$ cat src/rtl/ccc_pkg.sv
// Shared types, codes and calendar helpers for the calendar clock counter.
package ccc_pkg;

  typedef enum logic {
    OP_TICK   = 1'b0,
    OP_ADJUST = 1'b1
  } ccc_op_t;

  typedef enum logic [2:0] {
    SEL_YEAR   = 3'd0,
    SEL_MONTH  = 3'd1,
    SEL_DAY    = 3'd2,
    SEL_HOUR   = 3'd3,
    SEL_MINUTE = 3'd4,
    SEL_SECOND = 3'd5
  } ccc_sel_t;

  typedef struct packed {
    ccc_op_t           op;
    logic [2:0]        sel;
    logic signed [7:0] delta;
  } ccc_item_t;

  typedef struct packed {
    logic [13:0] year;
    logic [3:0]  month;
    logic [4:0]  day;
    logic [4:0]  hour;
    logic [5:0]  minute;
    logic [5:0]  second;
  } ccc_time_t;

  localparam logic [13:0] YEAR_RESET  = 14'd1970;
  localparam logic [13:0] YEAR_MAX    = 14'd9999;
  localparam logic [3:0]  MONTH_FIRST = 4'd1;
  localparam logic [3:0]  MONTH_LAST  = 4'd12;
  localparam logic [4:0]  DAY_FIRST   = 5'd1;
  localparam logic [4:0]  HOURS       = 5'd24;
  localparam logic [5:0]  SIXTY       = 6'd60;

  localparam logic [3:0] MONTH_FEB = 4'd2;
  localparam logic [3:0] MONTH_APR = 4'd4;
  localparam logic [3:0] MONTH_JUN = 4'd6;
  localparam logic [3:0] MONTH_SEP = 4'd9;
  localparam logic [3:0] MONTH_NOV = 4'd11;

  localparam ccc_time_t TIME_RESET = '{
    year:   YEAR_RESET,
    month:  MONTH_FIRST,
    day:    DAY_FIRST,
    hour:   5'd0,
    minute: 6'd0,
    second: 6'd0
  };

  function automatic logic [4:0] month_length(input logic [3:0] month,
                                              input logic [13:0] year);
    logic [4:0] len;
    case (month)
      MONTH_APR, MONTH_JUN, MONTH_SEP, MONTH_NOV: len = 5'd30;
      MONTH_FEB: len = (year[1:0] == 2'b00) ? 5'd29 : 5'd28;
      default: len = 5'd31;
    endcase
    return len;
  endfunction

  // Adds a signed step to an unsigned value and clamps the sum to [lo, hi].
  function automatic logic [13:0] clamp_add(input logic [13:0] value,
                                            input logic signed [7:0] delta,
                                            input logic [13:0] lo,
                                            input logic [13:0] hi);
    logic signed [15:0] sum;
    logic [13:0]        res;
    sum = $signed({2'b00, value}) + 16'(delta);
    if (sum < $signed({2'b00, lo})) begin
      res = lo;
    end else if (sum > $signed({2'b00, hi})) begin
      res = hi;
    end else begin
      res = sum[13:0];
    end
    return res;
  endfunction

endpackage

$ cat src/rtl/ccc_if.sv
// Valid/ready channel interfaces for the request and result beats.
interface ccc_in_if;
  logic              valid;
  logic              ready;
  logic              operation;
  logic [2:0]        field_select;
  logic signed [7:0] delta;

  modport source (output valid, output operation, output field_select, output delta,
                  input ready);
  modport sink (input valid, input operation, input field_select, input delta,
                output ready);
endinterface

interface ccc_out_if;
  logic        valid;
  logic        ready;
  logic [5:0]  out_seconds;
  logic [5:0]  out_minutes;
  logic [4:0]  out_hours;
  logic [4:0]  out_day;
  logic [3:0]  out_month;
  logic [13:0] out_year;

  modport source (output valid, output out_seconds, output out_minutes, output out_hours,
                  output out_day, output out_month, output out_year, input ready);
  modport sink (input valid, input out_seconds, input out_minutes, input out_hours,
                input out_day, input out_month, input out_year, output ready);
endinterface

$ cat src/rtl/ccc_in_stage.sv
// Input register stage: captures one request beat and holds it until it is consumed.
module ccc_in_stage (
  input  logic              clk,
  input  logic              rst,
  ccc_in_if.sink            request,
  input  logic              advance,
  output logic              item_valid,
  output ccc_pkg::ccc_item_t item
);
  import ccc_pkg::*;

  assign request.ready = !item_valid || advance;

  always_ff @(posedge clk) begin
    if (rst) begin
      item_valid <= 1'b0;
    end else if (request.ready) begin
      item_valid <= request.valid;
    end
  end

  always_ff @(posedge clk) begin
    if (request.valid && request.ready) begin
      item.op    <= ccc_op_t'(request.operation);
      item.sel   <= request.field_select;
      item.delta <= request.delta;
    end
  end

endmodule

$ cat src/rtl/ccc_time_core.sv
// Time and date registers with the one-second carry chain and the clamped field adjust.
module ccc_time_core (
  input  logic               clk,
  input  logic               rst,
  input  logic               fire,
  input  ccc_pkg::ccc_item_t item,
  output ccc_pkg::ccc_time_t time_next
);
  import ccc_pkg::*;

  ccc_time_t now;
  ccc_time_t tick_time;
  ccc_time_t adj_time;

  logic [5:0] sec_inc;
  logic [5:0] min_inc;
  logic [4:0] hour_inc;
  logic [5:0] day_inc;
  logic [3:0] month_inc;
  logic       sec_wrap;
  logic       min_wrap;
  logic       hour_wrap;
  logic       day_wrap;
  logic       month_wrap;
  logic [4:0] cur_len;

  assign cur_len = month_length(now.month, now.year);

  // The day check runs on every tick, so a day left past the month end by an
  // adjust rolls over to the next month on the very next tick.
  always_comb begin
    sec_inc    = now.second + 6'd1;
    sec_wrap   = (sec_inc >= SIXTY);
    min_inc    = now.minute + {5'd0, sec_wrap};
    min_wrap   = (min_inc >= SIXTY);
    hour_inc   = now.hour + {4'd0, min_wrap};
    hour_wrap  = (hour_inc >= HOURS);
    day_inc    = {1'b0, now.day} + {5'd0, hour_wrap};
    day_wrap   = (day_inc > {1'b0, cur_len});
    month_inc  = now.month + {3'd0, day_wrap};
    month_wrap = (month_inc > MONTH_LAST);

    tick_time.second = sec_wrap  ? 6'd0 : sec_inc;
    tick_time.minute = min_wrap  ? 6'd0 : min_inc;
    tick_time.hour   = hour_wrap ? 5'd0 : hour_inc;
    tick_time.day    = day_wrap  ? DAY_FIRST : day_inc[4:0];
    tick_time.month  = month_wrap ? MONTH_FIRST : month_inc;
    tick_time.year   = (month_wrap && (now.year < YEAR_MAX)) ? now.year + 14'd1 : now.year;
  end

  always_comb begin
    adj_time = now;
    unique case (item.sel)
      SEL_YEAR:   adj_time.year = clamp_add(now.year, item.delta, 14'd0, YEAR_MAX);
      SEL_MONTH:  adj_time.month = 4'(clamp_add({10'd0, now.month}, item.delta,
                                                {10'd0, MONTH_FIRST},
                                                {10'd0, MONTH_LAST}));
      SEL_DAY:    adj_time.day = 5'(clamp_add({9'd0, now.day}, item.delta,
                                              {9'd0, DAY_FIRST}, {9'd0, cur_len}));
      SEL_HOUR:   adj_time.hour = 5'(clamp_add({9'd0, now.hour}, item.delta,
                                               14'd0, {9'd0, HOURS - 5'd1}));
      SEL_MINUTE: adj_time.minute = 6'(clamp_add({8'd0, now.minute}, item.delta,
                                                 14'd0, {8'd0, SIXTY - 6'd1}));
      SEL_SECOND: adj_time.second = 6'(clamp_add({8'd0, now.second}, item.delta,
                                                 14'd0, {8'd0, SIXTY - 6'd1}));
      default:    adj_time = now;
    endcase
  end

  assign time_next = (item.op == OP_TICK) ? tick_time : adj_time;

  always_ff @(posedge clk) begin
    if (rst) begin
      now <= TIME_RESET;
    end else if (fire) begin
      now <= time_next;
    end
  end

endmodule

$ cat src/rtl/calendar_clock_counter.sv
// Calendar clock counter top level: input stage, time core and result register.
// Usage:
// The request channel carries one beat per item: operation selects a
// one-second tick or an adjust, and for an adjust field_select names the
// field (year, month, day, hour, minute, second) and delta is the signed
// step, clamped to that field's legal range. Every request beat produces
// exactly one result beat on the result channel with the full time and
// date after the item.
// A request beat is captured in the input register, and when the item
// advances the carry and clamp result is written into the result register.
// Throughput is one item per cycle while result ready stays high;
// the carry chain from seconds to year is a single pass of narrow adders
// and compares.
// Reset (synchronous, active high) sets the time to 1970-01-01 00:00:00
// and empties both stages. When the receiver holds result ready low, the
// result register holds its beat, the input register keeps one more item,
// and request ready then drops until the result is taken.
module calendar_clock_counter (
  input  logic clk,
  input  logic rst,
  ccc_in_if.sink    request,
  ccc_out_if.source result
);
  import ccc_pkg::*;

  logic      item_valid;
  ccc_item_t item;
  logic      advance;
  ccc_time_t time_next;
  logic      out_valid;
  ccc_time_t out_time;

  assign advance = item_valid && (!out_valid || result.ready);

  ccc_in_stage u_in_stage (
    .clk        (clk),
    .rst        (rst),
    .request    (request),
    .advance    (advance),
    .item_valid (item_valid),
    .item       (item)
  );

  ccc_time_core u_time_core (
    .clk       (clk),
    .rst       (rst),
    .fire      (advance),
    .item      (item),
    .time_next (time_next)
  );

  always_ff @(posedge clk) begin
    if (rst) begin
      out_valid <= 1'b0;
    end else if (advance) begin
      out_valid <= 1'b1;
    end else if (result.ready) begin
      out_valid <= 1'b0;
    end
  end

  always_ff @(posedge clk) begin
    if (advance) begin
      out_time <= time_next;
    end
  end

  assign result.valid       = out_valid;
  assign result.out_seconds = out_time.second;
  assign result.out_minutes = out_time.minute;
  assign result.out_hours   = out_time.hour;
  assign result.out_day     = out_time.day;
  assign result.out_month   = out_time.month;
  assign result.out_year    = out_time.year;

`ifndef SYNTHESIS
  // Every field of a result beat always lies within its own legal range.
  a_result_range: assert property (@(posedge clk) disable iff (rst)
    out_valid |-> (out_time.second < SIXTY) && (out_time.minute < SIXTY) &&
                  (out_time.hour < HOURS) && (out_time.day >= DAY_FIRST) &&
                  (out_time.month >= MONTH_FIRST) && (out_time.month <= MONTH_LAST) &&
                  (out_time.year <= YEAR_MAX))
    else $error("result beat out of range");

  // An item that leaves the input stage always lands in the result register.
  a_advance_loads: assert property (@(posedge clk) disable iff (rst)
    advance |=> out_valid)
    else $error("advanced item did not reach the result register");

  // A held item is never dropped from the input stage.
  a_item_held: assert property (@(posedge clk) disable iff (rst)
    (item_valid && !advance) |=> (item_valid && $stable(item)))
    else $error("stalled item lost in input stage");
`endif

endmodule

$ cat src/flat_wrapper.sv
// flat-port wrapper written by rule: the top's interface ports become plain ports
module calendar_clock_counter_flat import ccc_pkg::*;
  (clk, rst, request_valid, request_operation, request_field_select, request_delta, request_ready, result_valid, result_out_seconds, result_out_minutes, result_out_hours, result_out_day, result_out_month, result_out_year, result_ready);
  ccc_in_if request_i ();
  ccc_out_if result_i ();
  input  logic clk;
  input  logic rst;
  input wire logic [$bits(request_i.valid)-1:0] request_valid;
  input wire logic [$bits(request_i.operation)-1:0] request_operation;
  input wire logic [$bits(request_i.field_select)-1:0] request_field_select;
  input wire logic [$bits(request_i.delta)-1:0] request_delta;
  output wire logic [$bits(request_i.ready)-1:0] request_ready;
  output wire logic [$bits(result_i.valid)-1:0] result_valid;
  output wire logic [$bits(result_i.out_seconds)-1:0] result_out_seconds;
  output wire logic [$bits(result_i.out_minutes)-1:0] result_out_minutes;
  output wire logic [$bits(result_i.out_hours)-1:0] result_out_hours;
  output wire logic [$bits(result_i.out_day)-1:0] result_out_day;
  output wire logic [$bits(result_i.out_month)-1:0] result_out_month;
  output wire logic [$bits(result_i.out_year)-1:0] result_out_year;
  input wire logic [$bits(result_i.ready)-1:0] result_ready;
  assign request_i.valid = request_valid;
  assign request_i.operation = request_operation;
  assign request_i.field_select = request_field_select;
  assign request_i.delta = request_delta;
  assign request_ready = request_i.ready;
  assign result_valid = result_i.valid;
  assign result_out_seconds = result_i.out_seconds;
  assign result_out_minutes = result_i.out_minutes;
  assign result_out_hours = result_i.out_hours;
  assign result_out_day = result_i.out_day;
  assign result_out_month = result_i.out_month;
  assign result_out_year = result_i.out_year;
  assign result_i.ready = result_ready;
  calendar_clock_counter u_core (.clk(clk), .rst(rst), .request(request_i), .result(result_i));
endmodule
$ cat config.mk
export PLATFORM = sky130hd
export DESIGN_NAME = calendar_clock_counter_flat
export DESIGN_NICKNAME = d
export VERILOG_FILES = /design/src/rtl/ccc_pkg.sv /design/src/rtl/ccc_if.sv /design/src/rtl/ccc_in_stage.sv /design/src/rtl/ccc_time_core.sv /design/src/rtl/calendar_clock_counter.sv /design/src/flat_wrapper.sv
export SDC_FILE = /design/constraint.sdc
export NUM_CORES = 1
export LEC_CHECK = 0
export BUFFER_PORTS_ARGS = -buffer_cell sky130_fd_sc_hd__buf_4
export CAP_MARGIN = 20
export CELL_PAD_IN_SITES_DETAIL_PLACEMENT = 1
export CELL_PAD_IN_SITES_GLOBAL_PLACEMENT = 2
export CORE_ASPECT_RATIO = 0.6
export CORE_UTILIZATION = 34
export DETAILED_ROUTE_END_ITERATION = 10
export GPL_TIMING_DRIVEN = 0
export PLACE_DENSITY = 0.83
export SYNTH_ARGS = -nofsm -noshare
export SYNTH_HDL_FRONTEND = slang
export SYNTH_SLANG_ARGS = --single-unit
$ cat constraint.sdc
create_clock -name clk -period 6.6 [get_ports clk]
set_input_delay 0 -clock clk [delete_from_list [all_inputs] [get_ports clk]]
set_output_delay 0 -clock clk [all_outputs]
set_load 0.01 [all_outputs]
==> flow_metrics.tcl <==
set metrics [dict create \
    status "finished, final reports clean" \
    clk_pin_slew_worst_paths_ns 0.08 \
    maxSlewHeadroom 0.329 \
    portBuffers 56 \
    wl_per_cell_um 22.7 \
    dominantRegCellSynth "edfxtp_1" \
    avgViaCountPerCell 5.92 \
    cts_buffer_depth 2 \
    die_w_um 191 \
    tritoncts_num_sinks 94 \
    fin_crit_sh 0.991 \
    ys.warnings.count 0 \
    drive_gt1_frac 0.187 \
    routed_wl_mm 28.4 \
    rsz0062_at_grt "yes" \
    first_global_vias 7106 \
    ys_async_sr_fraction 0 \
    postRouteAntennaNets 0 \
    min_period_ns 6.54 \
    path_class "reg -> reg" \
    grt_overflow 0 \
    total_power_mw 1.71 \
    dp_hpwl_mm 20.5 \
    drv_slew 0 \
    final_core_util 0.435 \
    min_path_type "in -> reg" \
    final_cells 1254 \
    cts_tree "built" \
    synth_edf_count 52 \
    hold_violations 0 \
    cp_slowest_cell "o41ai_4" \
    finalSetupViolations 0 \
    num_vias 7423 \
    critPathCaptureType "register" \
    crit_fanout 7 \
    grt_use_total 0.259 \
    dr.pass1.iters 5 \
    fp.dieArea_mm2 0.0221 \
    synth_seq_area_share 0.328 \
    arrival_ns 6.66 \
    avgSynthCellArea_um2 8.49 \
    leakage_nw 3.66 \
    final_cell_mix "buf_4 (82), nand2_1 (77), a21oi_1 (74), nor2_1 (72), edfxtp_1 (52)" \
    cts_htree_levels 3 \
    drc 0 \
    clock_latency_ns 0.37 \
    power.density_mw_per_mm2 187 \
    n_fill_cell 2466 \
    grt_pass1_wl_mm 42.5 \
    drtIter0Drc 629 \
    rows 41 \
    clock_skew_ns 0.0172 \
    whs_ns 0.253 \
    synthCells 862 \
    syn_nets 940 \
    placed_cells 1197 \
    final_common_cell "buf_4" \
    root_buffer "clkbuf_16" \
    fin_nets 1048 \
    worst_path_most_repeated_cell "ha_4" \
    maxCapViolations 0 \
    worst_slew_pin_slew_ns 1.01 \
    syn_area_mm2 0.00731 \
    synth-seq-cells 94 \
    tns_ns 0 \
    vdd_drop_max_uv 138 \
    fmax_mhz 153 \
    critPathRequiredTime_ns 6.72 \
    core_mm2 0.0210 \
    pin_count 58 \
    syn2layout_area_growth_pct 25.0 \
    start_util 0.348 \
    die_h_um 116 \
    place.gp.congestion 0.926 \
    synthDistinctLibCells 77 \
    start_kind "register" \
    grt_max_degree 50 \
    critical_path.max_stage_delay_ns 0.39 \
    reg2reg_depth 33 \
    antennaDiodeCount 0 \
    worstHoldPathCells 2 \
    antenna_found_initial 1 \
    cts_inserted_buffers 9 \
]
kinds of logic (layout without fill, tap and decap cells):
logic type | Yosys count | after routing | synth area share
muxes | 5 | 5 | 0.00718
DFF | 94 | 94 | 0.328
xor gates and xnor gates | 32 | 32 | 0.0383
AOI/OAI and AO/OA | 301 | 301 | 0.277
and+or+nand+nor | 297 | 297 | 0.199
buffers and inverters | 71 | 184 | 0.0380
adders and majority gates | 62 | 62 | 0.112
stage by stage:
step | area (um2) | setup slack, ns
5_1_grt | 9140 | -0.171
3_5_place_dp | 8100 | -1.63
2_1_floorplan | 7320 | 0.0929
4_1_cts | 8940 | 0.0155
3_3_place_gp | 8090 | -1.53
6_report | 9140 | 0.0601
path summary, 6_finish.rpt:
check	endpoint	slack, ns	start
setup / recovery	u_core.result.out_year[9]	0.06	u_core.u_time_core.now[3]
hold / removal	u_core.u_time_core.now[26]	0.25	rst
setup reg to reg	u_core.result.out_year[9]	0.06	u_core.u_time_core.now[3]
hold reg to reg	u_core.result.valid	0.55	u_core.u_in_stage.item_valid
synth_stat cells, types with 7 or more instances:
master	number	area, um2
nand3_1	25	125
dfxtp_1	42	841
nor3_1	23	115
edfxtp_1	52	1560
xnor2_1	17	149
clkbuf_1	36	135
a31oi_1	11	68.8
nor2_1	75	282
nand4_1	10	62.6
and3_1	9	56.3
o21ai_0	59	295
a21oi_1	78	390
ha_1	56	701
o21bai_1	8	60.1
o211ai_1	8	60.1
o31ai_1	9	67.6
nand2b_1	15	93.8
nand2_1	80	300
a31o_2	7	61.3
o21a_1	10	75.1
a211oi_1	16	120
inv_1	30	113
a21o_1	24	180
and2_1	14	87.6
xor2_1	15	131
nor2b_1	11	68.8
cell type report:
class / count / area (um2) / area share
Multi-Input combinational cell: 697 / 4970 / 0.544
Sequential cell: 94 / 2410 / 0.264
Clock buffer: 11 / 243 / 0.0266
Tap cell: 279 / 349 / 0.0382
Inverter: 31 / 116 / 0.0127
Clock inverter: 5 / 57.6 / 0.00630
Buffer: 36 / 183 / 0.0200
Timing Repair Buffer: 101 / 811 / 0.0887
metal layers:
layer  vias to the layer above  part of all wire  GRT usage
met4                         2            0.0086     0.0529
met2                       242              0.39      0.350
met5                         -           0.00046          0
met3                        24             0.080     0.0666
li1                       3446                 -          -
met1                      3709              0.52      0.404
state kept, by name, summed over array words and instances (netlist names):
register                      count
u_core.result.out_minutes         6
u_core.u_time_core.now           40
u_core.u_in_stage.item           12
u_core.result.out_month           4
u_core.result.valid               1
u_core.result.out_year           14
u_core.u_in_stage.item_valid      1
u_core.result.out_day             5
u_core.result.out_seconds         6
u_core.result.out_hours           5
timing repair:
item                                    in CTS  in global routing
resized for setup                           62                 36
endpoints found under the setup margin      36                 30
pin swaps                                   15                 24
hold buffers                                15                  0
endpoints found under the hold margin       14                  0
buffers inserted                            20                 10
report_power, final:
part / internal [mW] / switching, mW / leakage (nW)
Clock: 0.306 / 0.255 / 0.150
Sequential: 0.653 / 0.0450 / 0.833
Combinational: 0.173 / 0.274 / 2.68
Total: 1.13 / 0.574 / 3.66
critical path: cells and delay by family, from the launching register on:
family | cells | cell delay, ns
compound gates | 12 | 2.36
fa+ha+maj | 8 | 1.67
simple gates | 10 | 1.50
flops | 1 | 0.34
buf+inv | 2 | 0.23
xor+xnor | 1 | 0.17
No activity file was read; power rests on OpenSTA's default activity.
